<file path="src/sv/local_lagrange_interpolator_defines.svh">
// Assertion macros used by the interpolator evaluation engine.
// Depends on nothing; the including module provides i_clk and i_rst_n.
`ifndef LOCAL_LAGRANGE_INTERPOLATOR_DEFINES_SVH
`define LOCAL_LAGRANGE_INTERPOLATOR_DEFINES_SVH

// A condition that holds at every clock edge out of reset.
`define LLI_ASSERT_HOLDS(label, expr, msg) \
    label: assert property (@(posedge i_clk) disable iff (!i_rst_n) (expr)) else $error(msg);

// A condition that implies another in the same cycle.
`define LLI_ASSERT_IMP(label, ante, cons, msg) \
    label: assert property (@(posedge i_clk) disable iff (!i_rst_n) (ante) |-> (cons)) \
        else $error(msg);

`endif

</file>
<file path="src/sv/lli_pkg.sv">
// Shared types and constants of the Lagrange interpolator.
// Depends on nothing.
package lli_pkg;

    localparam int MAX_KNOTS_DEF = 16;
    localparam int POS_WIDTH_DEF = 10;
    localparam int KNOT_POS_W    = 10;
    localparam int VAL_W         = 32;
    localparam int ORDER_W       = 4;
    localparam int CMD_W         = 2;
    localparam int STATUS_W      = 3;

    localparam logic [CMD_W-1:0]   CMD_CLEAR   = 2'd0;
    localparam logic [CMD_W-1:0]   CMD_APPEND  = 2'd1;
    localparam logic [CMD_W-1:0]   CMD_EVAL    = 2'd2;
    localparam logic [ORDER_W-1:0] ORDER_RESET = 4'd1;

    localparam logic signed [VAL_W-1:0] VAL_MAX = 32'sh7FFF_FFFF;
    localparam logic signed [VAL_W-1:0] VAL_MIN = 32'sh8000_0000;
    localparam logic signed [VAL_W-1:0] Q_ONE   = 32'sd65536;

    typedef enum logic [1:0] {
        K_CLEAR,
        K_APPEND,
        K_EVAL,
        K_NOP
    } t_kind;

    typedef enum logic [STATUS_W-1:0] {
        ST_OK    = 3'd0,
        ST_EMPTY = 3'd1,
        ST_FULL  = 3'd2,
        ST_ORDER = 3'd3,
        ST_SAT   = 3'd4
    } t_status;

    typedef struct packed {
        logic signed [VAL_W-1:0] curve_val;
        t_status                 status;
        logic signed [VAL_W-1:0] min_seen;
        logic signed [VAL_W-1:0] max_seen;
    } t_result;

    typedef enum logic [3:0] {
        S_IDLE,
        S_DECODE,
        S_ONE_RD,
        S_ONE,
        S_SCAN_RD,
        S_SCAN,
        S_BASE,
        S_XJ_RD,
        S_XJ,
        S_KSEL,
        S_XK_RD,
        S_MUL,
        S_DIVSET,
        S_DIV,
        S_CLAMP,
        S_TERM_RD
    } t_bstate;

    typedef enum logic [2:0] {
        A_IDLE,
        A_TERM,
        A_ACC,
        A_FINISH,
        A_OUT
    } t_astate;

endpackage

</file>
<file path="src/sv/lli_front.sv">
// Input stage: registers one word, decodes the command into an operation kind.
// Depends on lli_pkg.
module lli_front #(
    parameter int POS_WIDTH = lli_pkg::POS_WIDTH_DEF
) (
    input  logic                              i_clk,
    input  logic                              i_rst_n,
    input  logic                              i_in_valid,
    output logic                              o_in_stall,
    input  logic [lli_pkg::CMD_W-1:0]         i_cmd,
    input  logic [lli_pkg::KNOT_POS_W-1:0]    i_knot_pos,
    input  logic signed [lli_pkg::VAL_W-1:0]  i_knot_val,
    input  logic [lli_pkg::KNOT_POS_W-1:0]    i_query_pos,
    output logic                              o_push,
    input  logic                              i_full,
    output lli_pkg::t_kind                    o_kind,
    output logic [POS_WIDTH-1:0]              o_pos,
    output logic signed [lli_pkg::VAL_W-1:0]  o_val
);
    import lli_pkg::*;

    logic                    r_valid;
    t_kind                   r_kind;
    logic [POS_WIDTH-1:0]    r_pos;
    logic signed [VAL_W-1:0] r_val;
    t_kind                   n_kind;
    logic                    accept;

    always_comb begin
        unique case (i_cmd)
            CMD_CLEAR:  n_kind = K_CLEAR;
            CMD_APPEND: n_kind = K_APPEND;
            CMD_EVAL:   n_kind = K_EVAL;
            default:    n_kind = K_NOP;
        endcase
    end

    assign o_in_stall = r_valid & i_full;
    assign accept     = i_in_valid & ~o_in_stall;
    assign o_push     = r_valid & ~i_full;

    always_ff @(posedge i_clk) begin
        if (!i_rst_n) begin
            r_valid <= 1'b0;
        end else if (accept) begin
            r_valid <= 1'b1;
        end else if (o_push) begin
            r_valid <= 1'b0;
        end
    end

    // Only the position that the command uses travels on.
    always_ff @(posedge i_clk) begin
        if (accept) begin
            r_kind <= n_kind;
            r_pos  <= (n_kind == K_EVAL) ? POS_WIDTH'(i_query_pos) : POS_WIDTH'(i_knot_pos);
            r_val  <= i_knot_val;
        end
    end

    assign o_kind = r_kind;
    assign o_pos  = r_pos;
    assign o_val  = r_val;

endmodule

</file>
<file path="config.mk">
export PLATFORM = sky130hd
export DESIGN_NAME = lli_front
export DESIGN_NICKNAME = d
export VERILOG_FILES = /design/src/sv/local_lagrange_interpolator_defines.svh /design/src/sv/lli_pkg.sv /design/src/sv/lli_front.sv
export SDC_FILE = /design/constraint.sdc
export NUM_CORES = 1
export LEC_CHECK = 0
export BUFFER_PORTS_ARGS = -buffer_cell sky130_fd_sc_hd__buf_2
export CAP_MARGIN = 5
export CELL_PAD_IN_SITES_DETAIL_PLACEMENT = 2
export CELL_PAD_IN_SITES_GLOBAL_PLACEMENT = 2
export CORE_ASPECT_RATIO = 1.4
export CORE_MARGIN = 5
export CORE_UTILIZATION = 24
export DETAILED_ROUTE_END_ITERATION = 6
export HOLD_SLACK_MARGIN = 0.02
export MAX_ROUTING_LAYER = met4
export PLACE_DENSITY_LB_ADDON = 0.1
export SLEW_MARGIN = 20
export SYNTH_ARGS = -nofsm -noshare
export SYNTH_HDL_FRONTEND = slang
export SYNTH_SLANG_ARGS = --single-unit
</file>
<file path="constraint.sdc">
create_clock -name i_clk -period 3 [get_ports i_clk]
set_input_delay 0.15 -clock i_clk [delete_from_list [all_inputs] [get_ports i_clk]]
set_output_delay 0.15 -clock i_clk [all_outputs]
set_load 0.05 [all_outputs]
</file>
==> metrics list <==
- Number of routed nets with antenna violations: 0
- Counting both buffers and inverters, the worst setup path holds a total of 1.
- For this design the ratio of total power to cell area is slightly above 600 nW/um2.
- Buffers added to address setup during post-CTS repair amount to 0.
* Final-report hold violation count: 0
- TritonCTS clock tree: yes
- Endpoints failing setup: 0
- IR analysis of the VDD net gives a maximum drop of 171.9 uV.
* Final RePlAce weighted congestion: 0.6106
- CTS built an H-tree with a depth of 2.
- The netlist uses 9 different library cells.
- STA classifies the critical path startpoint as a flop.
* Largest fanout on the critical path: 44
- Congestion Overflow GR: 0
- Area of the core: 6254 um2
- Number of filler instances in the final layout: 667
- Design area: 2399 um2
- Arrival time reported for the critical path endpoint: 1.39 ns
- The floorplan step set the die width to ~78 um.
- For this run, the top clock speed supported by timing is 684.9 MHz.
- The number of antenna diodes in the final layout is 0.
- Sequential fraction of the synthesis area: 0.8604
- Across the run, the number of max-cap violations was 0.
- For the finished layout, the period the worst path requires is 1.460 ns.
- Post-Route Utilization: 0.3836
- Number of placed I/O pins: 104
- Mean post-synth cell area: 24.75 um2
- The initial utilization of the core area, before any placement, comes to 0.2493.
* Count of mapped cells out of synthesis: between 60 and 70
- In the routed design, unresolved DRC markers number 0.
* Synthesized cell area: 1559 um2
- TritonCTS created 5 clock buffers.
* Number of global-route vias before repair: about 1.2k
- CTS placed an instance of sky130_fd_sc_hd__clkbuf_8 at the clock tree root.
- Post-layout total power: about 1.5 mW
* Syn Nets: 121
- Post-place setup slack: 1.535 ns
* Slowest stage cell, crit path: sky130_fd_sc_hd__buf_4
- Of the total power, the clock network draws 0.306.
* Global-route wire length before repair: between 6000 and 7000 um
* Sequential share of power: 0.513
* Worst path top cell family by delay: buffers and inverters
- The placed instances occupy a cell area of 2152 um2.
- Switching share of power: 0.2676
- In the final design database the tool counted between 200 and 250 nets.
- Logic gate share of total power: 0.182
- Hold crit path type: in2reg
- The top cell types in the final layout, fill and taps aside, are sky130_fd_sc_hd__buf_2 (103), sky130_fd_sc_hd__edfxtp_1 (44), sky130_fd_sc_hd__dlygate4sd3_1 (14), sky130_fd_sc_hd__mux2_4 (10), sky130_fd_sc_hd__clkbuf_8 (5).
- Total Neg Setup Slack: 0 ns
- Port buffering added 103 buffers.
- The number of gates resized after CTS was 0.
- Required time of the critical path: 2.93 ns
* Final routed wirelength across all metal layers: 4220 um
* Headroom to the max-slew limit: 0.6133
- Pins over their slew limit: 0
- Cell internal power was estimated by the tool at 1.063 mW.
- Final critical-path setup slack: 1.540 ns
- The worst setup path is captured at a flop.
- Clock-pin slew reported for the worst setup and hold paths after clock tree synthesis: 0.08 ns
* Hold-fix buffers at CTS: 13
- Row Count: 34
- Clock latency on the worst-skew pair: 0.29 ns
- GRT Overall Usage: 0.1022
* Slew at the pin closest to its max-slew limit: 0.5801 ns
- Static Leak: 1.055 nW
* Layout Area Growth over Synthesis: 53.85%
- From bottom edge to top edge, the die measures 105.4 um.
* TritonCTS sink count: 45
- Dividing the detail-routed wire length by the instance count gives 16.36 um.
* Run status: completed
- Maximum count of clock buffers along a single path: 2
* Yosys synthesis warning count: 0
* Final critical-path share of the clock period: 0.4867
* Worst Hold Launch: i_knot_val[19]
- The number of antenna violations at the first check in global routing is 0.
- The library cell used most frequently in the layout, excluding fill and tap cells, is sky130_fd_sc_hd__buf_2.
* Number of DRC violations after detailed-routing iteration 0: 94
* Proportion of layout cells with a drive suffix above 1: 0.6559
- RSZ-0062 raised after global routing: false
- The analysis attributes to net switching a power of between 0.3 and 0.4 mW.
- The critical path goes through and2_1 > nor2b_4 > buf_4.
* Drt via density: 4.101
- Floorplan die area: 8230 um2
- The synthesized design contains 45 register bits.
- Largest stage delay, worst path: 0.48 ns
- On the final layout, the worst clock skew is ~0.0038 ns.
- The startpoint identified for the worst register-to-register timing path is r_valid.
* Total number of vias: 1,058
- The first detailed-routing pass took 3 iterations.
- Critical Path Source: r_valid
* Class of the most critical setup path: reg2reg
* Pin count of the biggest net entering global routing: 45
[synth_stat cells]
cell type | number | share of area
sky130_fd_sc_hd__buf_12 | 1 | 0.013
sky130_fd_sc_hd__clkbuf_1 | 2 | 0.0048
sky130_fd_sc_hd__o21a_1 | 1 | 0.0048
sky130_fd_sc_hd__edfxtp_1 | 44 | 0.85
sky130_fd_sc_hd__nor2b_1 | 2 | 0.0080
sky130_fd_sc_hd__dfxtp_1 | 1 | 0.013
sky130_fd_sc_hd__mux2_4 | 10 | 0.096
sky130_fd_sc_hd__and2_1 | 1 | 0.0040
sky130_fd_sc_hd__nor2b_4 | 1 | 0.0088
[power by group through the flow]
stage / clock network, mW / registers (mW) / logic (mW)
after floorplan: 0 / 0.889 / 0.0427
after global placement: 0 / 0.758 / 0.247
after detailed placement: 0 / 0.760 / 0.253
after CTS: 0.466 / 0.746 / 0.267
after global routing: 0.489 / 0.749 / 0.278
final: 0.444 / 0.745 / 0.264
[per-stage QoR]
stage                     std cells  hold slack (ns)
after CTS                       257          0.02062
after detailed placement        236           0.3287
after floorplan                  63           0.2489
after global routing            258          0.02167
final                           258          0.03337
after global placement          236           0.3278
[area by class of cell]
| class | count | area (um2) | area share |
|---|---|---|---|
| Clock buffer | 6 | 72.57 | 0.03026 |
| Clock inverter | 2 | 33.78 | 0.01408 |
| Multi-Input combinational cell | 15 | 197.7 | 0.08242 |
| Sequential cell | 45 | 1341 | 0.5592 |
| Tap cell | 72 | 90.09 | 0.03756 |
| Timing Repair Buffer | 118 | 663.1 | 0.2765 |
[routing by layer]
metal	up-vias	share of wire	track usage
met5	-	0	-
met4	0	0.0088	0.03261
met3	4	0.081	0.02986
met2	63	0.56	0.1848
met1	506	0.35	0.1038
li1	485	-	-
[final timing paths]
check | to | cells after the start | slack (ns)
hold / removal | o_val[19] | 1 | 0.03
setup reg to reg | o_val[26] | 3 | 1.54
hold reg to reg | r_valid | 2 | 0.66
setup / recovery | o_val[26] | 3 | 1.54
[state kept, by name, summed over array words and instances, names as in the netlist]
register  flops
o_pos        10
r_valid       1
o_val        32
o_kind        2
[cells by family (layout without fill, tap and decap cells)]
| group | count (synthesis) | count (layout) | synth area share |
|---|---|---|---|
| compound gates | 1 | 1 | 0.004817 |
| buf+inv | 3 | 126 | 0.01766 |
| flops | 45 | 45 | 0.8604 |
| mux | 10 | 10 | 0.09631 |
| simple gates | 4 | 4 | 0.02087 |
Power figures use the tool's default switching activity.
