File: src/sv/local_lagrange_interpolator_defines.svh
// Assertion macros used by the interpolator evaluation engine.
// Depends on nothing; the including module provides i_clk and i_rst_n.
`ifndef LOCAL_LAGRANGE_INTERPOLATOR_DEFINES_SVH
`define LOCAL_LAGRANGE_INTERPOLATOR_DEFINES_SVH

// A condition that holds at every clock edge out of reset.
`define LLI_ASSERT_HOLDS(label, expr, msg) \
    label: assert property (@(posedge i_clk) disable iff (!i_rst_n) (expr)) else $error(msg);

// A condition that implies another in the same cycle.
`define LLI_ASSERT_IMP(label, ante, cons, msg) \
    label: assert property (@(posedge i_clk) disable iff (!i_rst_n) (ante) |-> (cons)) \
        else $error(msg);

`endif

File: src/sv/lli_pkg.sv
// Shared types and constants of the Lagrange interpolator.
// Depends on nothing.
package lli_pkg;

    localparam int MAX_KNOTS_DEF = 16;
    localparam int POS_WIDTH_DEF = 10;
    localparam int KNOT_POS_W    = 10;
    localparam int VAL_W         = 32;
    localparam int ORDER_W       = 4;
    localparam int CMD_W         = 2;
    localparam int STATUS_W      = 3;

    localparam logic [CMD_W-1:0]   CMD_CLEAR   = 2'd0;
    localparam logic [CMD_W-1:0]   CMD_APPEND  = 2'd1;
    localparam logic [CMD_W-1:0]   CMD_EVAL    = 2'd2;
    localparam logic [ORDER_W-1:0] ORDER_RESET = 4'd1;

    localparam logic signed [VAL_W-1:0] VAL_MAX = 32'sh7FFF_FFFF;
    localparam logic signed [VAL_W-1:0] VAL_MIN = 32'sh8000_0000;
    localparam logic signed [VAL_W-1:0] Q_ONE   = 32'sd65536;

    typedef enum logic [1:0] {
        K_CLEAR,
        K_APPEND,
        K_EVAL,
        K_NOP
    } t_kind;

    typedef enum logic [STATUS_W-1:0] {
        ST_OK    = 3'd0,
        ST_EMPTY = 3'd1,
        ST_FULL  = 3'd2,
        ST_ORDER = 3'd3,
        ST_SAT   = 3'd4
    } t_status;

    typedef struct packed {
        logic signed [VAL_W-1:0] curve_val;
        t_status                 status;
        logic signed [VAL_W-1:0] min_seen;
        logic signed [VAL_W-1:0] max_seen;
    } t_result;

    typedef enum logic [3:0] {
        S_IDLE,
        S_DECODE,
        S_ONE_RD,
        S_ONE,
        S_SCAN_RD,
        S_SCAN,
        S_BASE,
        S_XJ_RD,
        S_XJ,
        S_KSEL,
        S_XK_RD,
        S_MUL,
        S_DIVSET,
        S_DIV,
        S_CLAMP,
        S_TERM_RD
    } t_bstate;

    typedef enum logic [2:0] {
        A_IDLE,
        A_TERM,
        A_ACC,
        A_FINISH,
        A_OUT
    } t_astate;

endpackage

File: src/sv/lli_queue.sv
// Two-entry queue that decouples the decoder from the evaluation engine.
// Depends on lli_pkg for the kind type and value width.
module lli_queue #(
    parameter int POS_WIDTH = lli_pkg::POS_WIDTH_DEF
) (
    input  logic                              i_clk,
    input  logic                              i_rst_n,
    input  logic                              i_push,
    input  lli_pkg::t_kind                    i_kind,
    input  logic [POS_WIDTH-1:0]              i_pos,
    input  logic signed [lli_pkg::VAL_W-1:0]  i_val,
    output logic                              o_full,
    input  logic                              i_pop,
    output logic                              o_valid,
    output lli_pkg::t_kind                    o_kind,
    output logic [POS_WIDTH-1:0]              o_pos,
    output logic signed [lli_pkg::VAL_W-1:0]  o_val
);
    import lli_pkg::*;

    localparam int EW = 2 + POS_WIDTH + VAL_W;

    logic [EW-1:0] r_mem [2];
    logic          r_wp;
    logic          r_rp;
    logic [1:0]    r_cnt;
    logic [EW-1:0] rd_word;
    logic          do_push;
    logic          do_pop;

    assign o_full  = (r_cnt == 2'd2);
    assign o_valid = (r_cnt != 2'd0);
    assign do_push = i_push & ~o_full;
    assign do_pop  = i_pop & o_valid;

    always_ff @(posedge i_clk) begin
        if (!i_rst_n) begin
            r_wp  <= 1'b0;
            r_rp  <= 1'b0;
            r_cnt <= 2'd0;
        end else begin
            if (do_push) begin
                r_wp <= ~r_wp;
            end
            if (do_pop) begin
                r_rp <= ~r_rp;
            end
            r_cnt <= r_cnt + 2'(do_push) - 2'(do_pop);
        end
    end

    always_ff @(posedge i_clk) begin
        if (do_push) begin
            r_mem[r_wp] <= {i_kind, i_pos, i_val};
        end
    end

    assign rd_word = r_mem[r_rp];
    assign o_kind  = t_kind'(rd_word[EW-1 -: 2]);
    assign o_pos   = rd_word[VAL_W +: POS_WIDTH];
    assign o_val   = rd_word[VAL_W-1:0];

endmodule

File: config.mk
export PLATFORM = sky130hd
export DESIGN_NAME = lli_queue
export DESIGN_NICKNAME = d
export VERILOG_FILES = /design/src/sv/local_lagrange_interpolator_defines.svh /design/src/sv/lli_pkg.sv /design/src/sv/lli_queue.sv
export SDC_FILE = /design/constraint.sdc
export NUM_CORES = 1
export LEC_CHECK = 0
export ABC_AREA = 1
export BUFFER_PORTS_ARGS = -buffer_cell sky130_fd_sc_hd__buf_2
export CAP_MARGIN = 10
export CORE_ASPECT_RATIO = 1.25
export CORE_MARGIN = 2
export CORE_UTILIZATION = 52
export CTS_CLUSTER_SIZE = 40
export DETAILED_ROUTE_END_ITERATION = 16
export GPL_ROUTABILITY_DRIVEN = 1
export GPL_TIMING_DRIVEN = 0
export PLACE_DENSITY = 0.79
export SLEW_MARGIN = 20
export SYNTH_ARGS = -nofsm -noshare
export SYNTH_HDL_FRONTEND = slang
export SYNTH_SLANG_ARGS = --single-unit
File: constraint.sdc
create_clock -name i_clk -period 3.4 [get_ports i_clk]
set_input_delay 0 -clock i_clk [delete_from_list [all_inputs] [get_ports i_clk]]
set_output_delay 0 -clock i_clk [all_outputs]
set_load 0.05 [all_outputs]
==> results of run 1 <==
[power breakdown]
part | switching, W | internal [W]
registers | 0.0000514 | 0.00145
clock network | 0.000364 | 0.000285
logic | 0.000954 | 0.000516
total | 0.00137 | 0.00225
[per-stage QoR]
| stage | area, um^2 | TNS (ns) |
|---|---|---|
| floorplan | 3620 | 0 |
| global placement | 4200 | -19.86 |
| finish | 4900 | 0 |
| global route | 4900 | 0 |
| detailed placement | 4250 | 0 |
| CTS | 4900 | 0 |
[flip-flops by register name, summed over array words and instances (netlist names), named ones only]
name   flops
r_cnt      2
r_mem     88
r_rp       1
r_wp       1
[cell families (layout without fill, tap and decap cells)]
family | count (synthesis) | count (layout) | synth area share [%]
fa+ha+maj | 2 | 2 | 0.690
buf+inv | 13 | 171 | 3.35
mux | 44 | 44 | 17.8
flops | 93 | 93 | 75.7
simple gates | 20 | 20 | 2.18
compound gates | 2 | 2 | 0.276
[metal layers]
layer | wire length (um) | part of all wire, % | vias up
li1 | - | - | 962
met1 | 2360 | 38 | 950
met2 | 3520 | 56 | 60
met3 | 250 | 4.0 | 13
met4 | 139 | 2.2 | 0
met5 | 0 | 0 | -
[cells in the mapped netlist, drive strengths merged]
| library cell | count | area share [%] |
|---|---|---|
| dfxtp | 5 | 2.8 |
| nand2 | 9 | 0.93 |
| inv | 8 | 0.83 |
| edfxtp | 88 | 73 |
| nor2 | 8 | 0.83 |
| buf | 5 | 2.5 |
| a21oi | 2 | 0.28 |
| nand3 | 3 | 0.41 |
| ha | 2 | 0.69 |
| mux2 | 44 | 18 |
[worst max-delay path, delay by kind of cell (launching register included)]
kind	cells	cell delay [ns]
buffers and inverters	2	0.34
AND/OR/NAND/NOR	3	0.75
flip-flops	1	0.38
[layout make-up]
class,instances,share of cell area (%)
tap,90,2.30
clock inverter,5,0.766
sequential,93,56.0
inverter,8,0.613
buffer,5,1.86
multi-input combinational,68,15.7
clock buffer,11,2.89
timing repair buffer,142,19.9
[worst max path at each step]
stage	end	startpoint	slack (ns)
CTS	r_mem[0][34]	r_cnt[0]	1.62
global route	r_mem[0][34]	r_cnt[0]	1.50
floorplan	r_mem[0][0]	r_cnt[0]	0.55
finish	r_mem[0][34]	r_cnt[0]	1.62
global placement	r_mem[0][9]	r_cnt[0]	-0.45
detailed placement	r_mem[0][41]	r_cnt[0]	1.65
==> metrics.txt, run 1 <==
RSZ-0062 raised after global routing false; detailed placement HPWL 3.94 mm; vias in the first global route 2114; synthesized cell area 3620 um^2; Final Net Count 377; total track usage 17.3%; Hold Crit Depth 2; TritonCTS buffer count 9; Die ar. 7660 um^2; first-pass GRT wire length 9.75 mm; commonest non-fill, non-tap cell in the layout buf_2; detailed-route DRC error count 0; IO Port Bufs 93; outcome finished clean; CP required 3.44 ns; FMAX 560 MHz; CP Capture Type register; CP max-delay cell nor2_4; drt via density 4.70; TritonCTS clock tree done; share of cells above drive strength 1 48.5%; max-cap viol count 0; Clock transition at path regs 0.09 ns; total wire length 6.27 mm; RePlAce Congestion 0.723; Hold Crit Class in -> reg; largest net degree at the start of global routing 27; Core Util, Final 71.5%; Rows 34; Via Count 1985; GRT met2 Usage 32.0%; CP Launch Type register; Area Growth Syn to Fin 35.2%; GRT Max-Usage Layer met2; WHS Endpoint r_mem[0][10]; Root Driver clkbuf_8; WP data arrival 1.83 ns; Seq/Total Area, Yosys 75.7%; # clock sinks 93; min-delay src i_val[10]; most frequent cells in the layout 93 x buf_2, 88 x edfxtp_1, 47 x dlygate4sd3_1, 40 x mux2_4, 10 x clkbuf_8; Hold Slack 0.370 ns; I/O pin count 94; met1 Resource Use GR 17.7%; RR Endpoint r_mem[0][34]; core area 6850 um^2; Final WS setup 1.62 ns; Register Area 2740 um^2; reg2reg path depth 5; CTS Buffer Depth 2; diode count 0; Total Power 0.00362 W; cells resized by post-CTS repair 0; footprint of the multi-input gates 767 um^2; minimum clock period 1.78 ns; Pins Over Slew Limit 0; cell area power density 739 nW/um^2; R2R Setup Slk 1.62 ns; dpl ws 1.65 ns; Die X 78.7 um; post-route ant nets 0; grt total ovfl 0; actual slew at the worst max-slew pin 0.603 ns; final hold viol count 0; TritonRoute pass-1 iters 4; Critical Path Max Stage Delay 0.49 ns; max_slew headroom 59.7%; WL/cell 14.9 um; hold buffers post-CTS 47; CP Cell Sequence inv_1, nand2_1, nand2_1, nor2_4, buf_12; worst vdd ir 759 uV; r2r startpoint r_cnt[0]; CP max FO 26; antenna violations before repair 0; Setup CP Type reg -> reg; post-synthesis area per instance 20.8 um^2; fillers 440; cell count after synthesis 174; Die Y 97.3 um; Synthesized Nets 224; final non-filler cell total 422; Ys Warns 0; CP dominant cell by count nand2_1; Initial Util 52.9%; DRT iter0 DRCs 66; later-pin clock latency in the skew report 0.35 ns; H-tree levels 3; period utilization 52.5%; register bit total from synthesis 93; final setup fails 0; Cell variety after synth 12; clk_skew 0.0132 ns; P_leak 1.97 nW; placed insts 359; Post-CTS Setup Repair Bufs 0; met3 global-route usage 4.65%
(Power assumes the default switching activity.)
==> run 2: changes to the inputs <==
clock period = 1.8 ns   (was 3.4 ns; I/O delays follow)
==> metrics.txt, run 2 (same netlist as run 1, synthesis figures left out) <==
Clock Power Share 22.9%; minimum clock period 1.68 ns; Switching Power 0.00262 W; Initial Util 52.9%; cell area power density 1470 nW/um^2; first-pass GRT wire length 10.1 mm; number of flip-flops in the largest register 88; Hold Crit Class in -> reg; P_leak 2.01 nW; commonest non-fill, non-tap cell in the layout buf_2; WL/cell 15.4 um; Register Area 2740 um^2; Comb power frac 38.5%; min-delay src i_val[19]; DRT iter0 DRCs 92; max_slew headroom 64.7%; period utilization 93.3%; final instance area 4990 um^2; # clock sinks 93; Rows 34; start point of the critical path r_cnt[0]; Area Growth Syn to Fin 37.8%; CP Capture Type register; switch share 35.7%; antenna violations before repair 0; total track usage 17.9%; R2R Setup Slk 0.12 ns; FMAX 595 MHz; RePlAce Congestion 0.664; drt via density 4.78; later-pin clock latency in the skew report 0.35 ns; Clock transition at path regs 0.08 ns; Setup CP Type reg -> reg; core area 6850 um^2; total wire length 6.52 mm; Via Count 2020; largest net degree at the start of global routing 27; Pins Over Slew Limit 0; clk_skew 0.00723 ns; footprint of the multi-input gates 772 um^2; worst vdd ir 1190 uV; post-route ant nets 0; Final WS setup 0.120 ns; Largest Register r_mem; grt total ovfl 0; Die ar. 7660 um^2; share of cells above drive strength 1 49.2%; H-tree levels 3; Hold Slack 0.374 ns; WP data arrival 1.92 ns; max-cap viol count 0; area of placed instances 4230 um^2; fillers 436; most frequent cells in the layout 93 x buf_2, 88 x edfxtp_1, 47 x dlygate4sd3_1, 40 x mux2_4, 11 x clkbuf_8; diode count 0; Die X 78.7 um; Reg power frac 38.6%; CP required 2.04 ns; TritonCTS clock tree done; vias in the first global route 2199; Die Y 97.3 um; detailed-route DRC error count 0; I/O pin count 94; CTS Buffer Depth 2; IO Port Bufs 93; P_int 0.00473 W; outcome finished clean; detailed placement HPWL 3.87 mm; TritonRoute pass-1 iters 6; actual slew at the worst max-slew pin 0.529 ns; final hold viol count 0; Root Driver clkbuf_8; Total Neg Setup Slack 0 ns; r2r startpoint r_cnt[0]; CP Launch Type register; CP max FO 4; dpl ws -0.272 ns; Largest regs r_mem (88), r_cnt (2); TritonCTS buffer count 9; final setup fails 0; Total Power 0.00734 W; Final Net Count 378
## run 2: metal layers
layer  global-route usage [%]  share of wire (%)
met5                        0                  0
met3                     5.39                4.8
met4                     7.02                1.5
met2                     31.5                 55
met1                     20.0                 39
## run 2: final timing paths
check | end | depth (start not counted)
max reg2reg | r_cnt[1] | 10
min | r_mem[0][19] | 2
max | r_cnt[1] | 10
min reg2reg | r_rp | 2
## run 2: power by group through the flow
stage / registers, W / clock network, W / logic (W)
after global routing: 0.00287 / 0.00180 / 0.00297
after floorplan: 0.00286 / 0 / 0.00221
after CTS: 0.00284 / 0.00172 / 0.00280
after global placement: 0.00287 / 0 / 0.00265
after detailed placement: 0.00289 / 0 / 0.00271
final: 0.00284 / 0.00168 / 0.00282
## run 2: repair_timing
action / CTS / global route
pin swaps: 0 / 1
endpoints found under the hold margin: 93 / 0
gates cloned: 1 / 0
buffers inserted: 0 / 1
gates resized for setup: 1 / 1
setup endpoints to repair: 44 / 70
hold buffers: 47 / 0
## run 2: cell type report
| class | instances | area share [%] |
|---|---|---|
| Buffer | 5 | 1.83 |
| Clock buffer | 11 | 3.03 |
| Sequential cell | 93 | 54.9 |
| Multi-Input combinational cell | 68 | 15.5 |
| Timing Repair Buffer | 142 | 19.5 |
| Tap cell | 90 | 2.26 |
| Clock inverter | 5 | 2.13 |
| Timing Repair inverter | 1 | 0.150 |
| Inverter | 8 | 0.677 |
## run 2: per-stage QoR
| step | std cells | util [%] |
|---|---|---|
| 3_3_place_gp | 357 | 61.5 |
| 6_report | 423 | 72.9 |
| 3_5_place_dp | 358 | 61.8 |
| 4_1_cts | 422 | 72.5 |
| 5_1_grt | 423 | 72.9 |
| 2_1_floorplan | 174 | - |
## run 2: worst max-delay path, stage by stage (launching register included)
cell and delay, ns:
dfxtp_1 0.36, inv_1 0.08, nand2_1 0.15, nand2_1 0.15, ha_1 0.30, inv_1 0.04
ha_1 0.18, inv_1 0.06, nand2_1 0.07, a21oi_1 0.13, nor2_1 0.06
==> run 3: changes to the inputs <==
CORE_ASPECT_RATIO = 1.4   (was 1.25)
==> metrics.txt, run 3 (same netlist as run 1, synthesis figures left out) <==
worst vdd ir 1120 uV; Top Family by Delay on Critical Path buffers and inverters; diode count 0; Final Net Count 378; Initial Util 52.9%; Die ar. 7660 um^2; total wire length 6.36 mm; Critical Path Max Stage Delay 0.53 ns; reg2reg path depth 3; drt via density 4.62; TritonCTS buffer count 9; RR Endpoint r_mem[1][16]; FMAX 590 MHz; area of placed instances 4250 um^2; minimum clock period 1.70 ns; final instance area 4910 um^2; commonest non-fill, non-tap cell in the layout buf_2; Final WS setup 0.104 ns; Largest regs r_mem (88), r_cnt (2); Clock transition at path regs 0.08 ns; Rows 36; met3 global-route usage 4.01%; total track usage 16.8%; CTS Buffer Depth 2; detailed-route DRC error count 0; share of cells above drive strength 1 47.4%; CP max FO 22; CP max-delay cell clkinvlp_4; Largest Register r_mem; met1 Resource Use GR 18.2%; Register Area 2740 um^2; Via Count 1978; largest net degree at the start of global routing 25; number of flip-flops in the largest register 88; final setup fails 0; H-tree levels 3; DRT iter0 DRCs 67; most frequent cells in the layout 93 x buf_2, 88 x edfxtp_1, 47 x dlygate4sd3_1, 40 x mux2_4; Setup CP Type reg -> reg; detailed placement HPWL 3.80 mm; cell area power density 1410 nW/um^2; Hold Crit Depth 2; TritonCTS clock tree done; final hold viol count 0; vias in the first global route 1969; CP Cell Sequence nand2_1, nand3_1, clkinvlp_4; start point of the critical path r_cnt[1]; GRT Max-Usage Layer met2; min-delay src i_val[31]; P_leak 1.97 nW; CP required 1.74 ns; max-cap viol count 0; grt total ovfl 0; WHS Endpoint r_mem[1][31]; TritonRoute pass-1 iters 4; later-pin clock latency in the skew report 0.35 ns; max_slew headroom 64.5%; clk_skew 0.00969 ns; Area Growth Syn to Fin 35.5%; I/O pin count 94; Crit path buffers/inverters 1; CP Capture Type register; R2R Setup Slk 0.10 ns; RePlAce Congestion 0.663; WL/cell 14.9 um; Die Y 103 um; dpl ws -0.237 ns; period utilization 94.2%; WP data arrival 1.64 ns; Die X 74.6 um; IO Port Bufs 93; RSZ-0062 raised after global routing true; outcome finished clean; GRT met2 Usage 28.9%; first-pass GRT wire length 9.04 mm; # clock sinks 93; core area 6850 um^2; post-route ant nets 0; Root Driver clkbuf_8; Hold Crit Class in -> reg; fillers 471; footprint of the multi-input gates 773 um^2; actual slew at the worst max-slew pin 0.531 ns; r2r startpoint r_cnt[1]; Pins Over Slew Limit 0; CP Launch Type register; antenna violations before repair 0
run 3: power breakdown:
group          internal [W]  switching [W]  leakage, nW
clock              0.000644       0.000644       0.0887
combinational      0.000978        0.00182         1.02
sequential          0.00274      0.0000917        0.863
total               0.00436        0.00256         1.97
run 3: worst max-delay path by stage:
stage                     depth (start not counted)  slack [ns]           end
after floorplan                                   4        0.15   r_mem[0][0]
after global placement                            4       -0.23  r_mem[0][16]
after detailed placement                          3       -0.24  r_mem[1][16]
after CTS                                         5        0.01  r_mem[0][43]
after global routing                             10       -0.05      r_cnt[1]
final                                             3        0.10  r_mem[1][16]
run 3: per-stage QoR:
| stage | hold slack (ns) | std cells | power, W | setup TNS, ns | util [%] |
|---|---|---|---|---|---|
| 6_report | 0.361 | 428 | 0.00692 | 0 | 71.7 |
| 5_1_grt | 0.346 | 428 | 0.00722 | -0.540 | 71.7 |
| 4_1_cts | 0.344 | 427 | 0.00696 | 0 | 71.6 |
| 3_5_place_dp | 0.191 | 363 | 0.00560 | -10.39 | 62.0 |
| 3_3_place_gp | 0.188 | 362 | 0.00552 | -18.32 | 61.6 |
| 2_1_floorplan | 0.0935 | 174 | 0.00507 | 0 | - |
run 3: cell type report:
type                       count  area share, %
sequential                    93           55.9
timing repair buffer         141           19.6
multi-input combinational     69           15.8
clock buffer                  14           2.91
tap                           95           2.42
buffer                         5           1.86
clock inverter                 2          0.714
inverter                       8          0.688
timing repair inverter         1          0.153
run 3: what timing repair did:
item | 4_1_cts | 5_1_grt
buffers inserted | 0 | 0
hold buffers | 47 | 0
resized for setup | 1 | 0
cloned | 1 | 1
setup endpoints to repair | 44 | 46
pin swaps | 0 | 1
hold endpoints to repair | 93 | 0
run 3: routing by layer:
layer / vias to the layer above / part of all wire (%)
met5: - / 0
met4: 0 / 2.5
met3: 11 / 3.9
met2: 52 / 55
met1: 945 / 39
li1: 970 / -
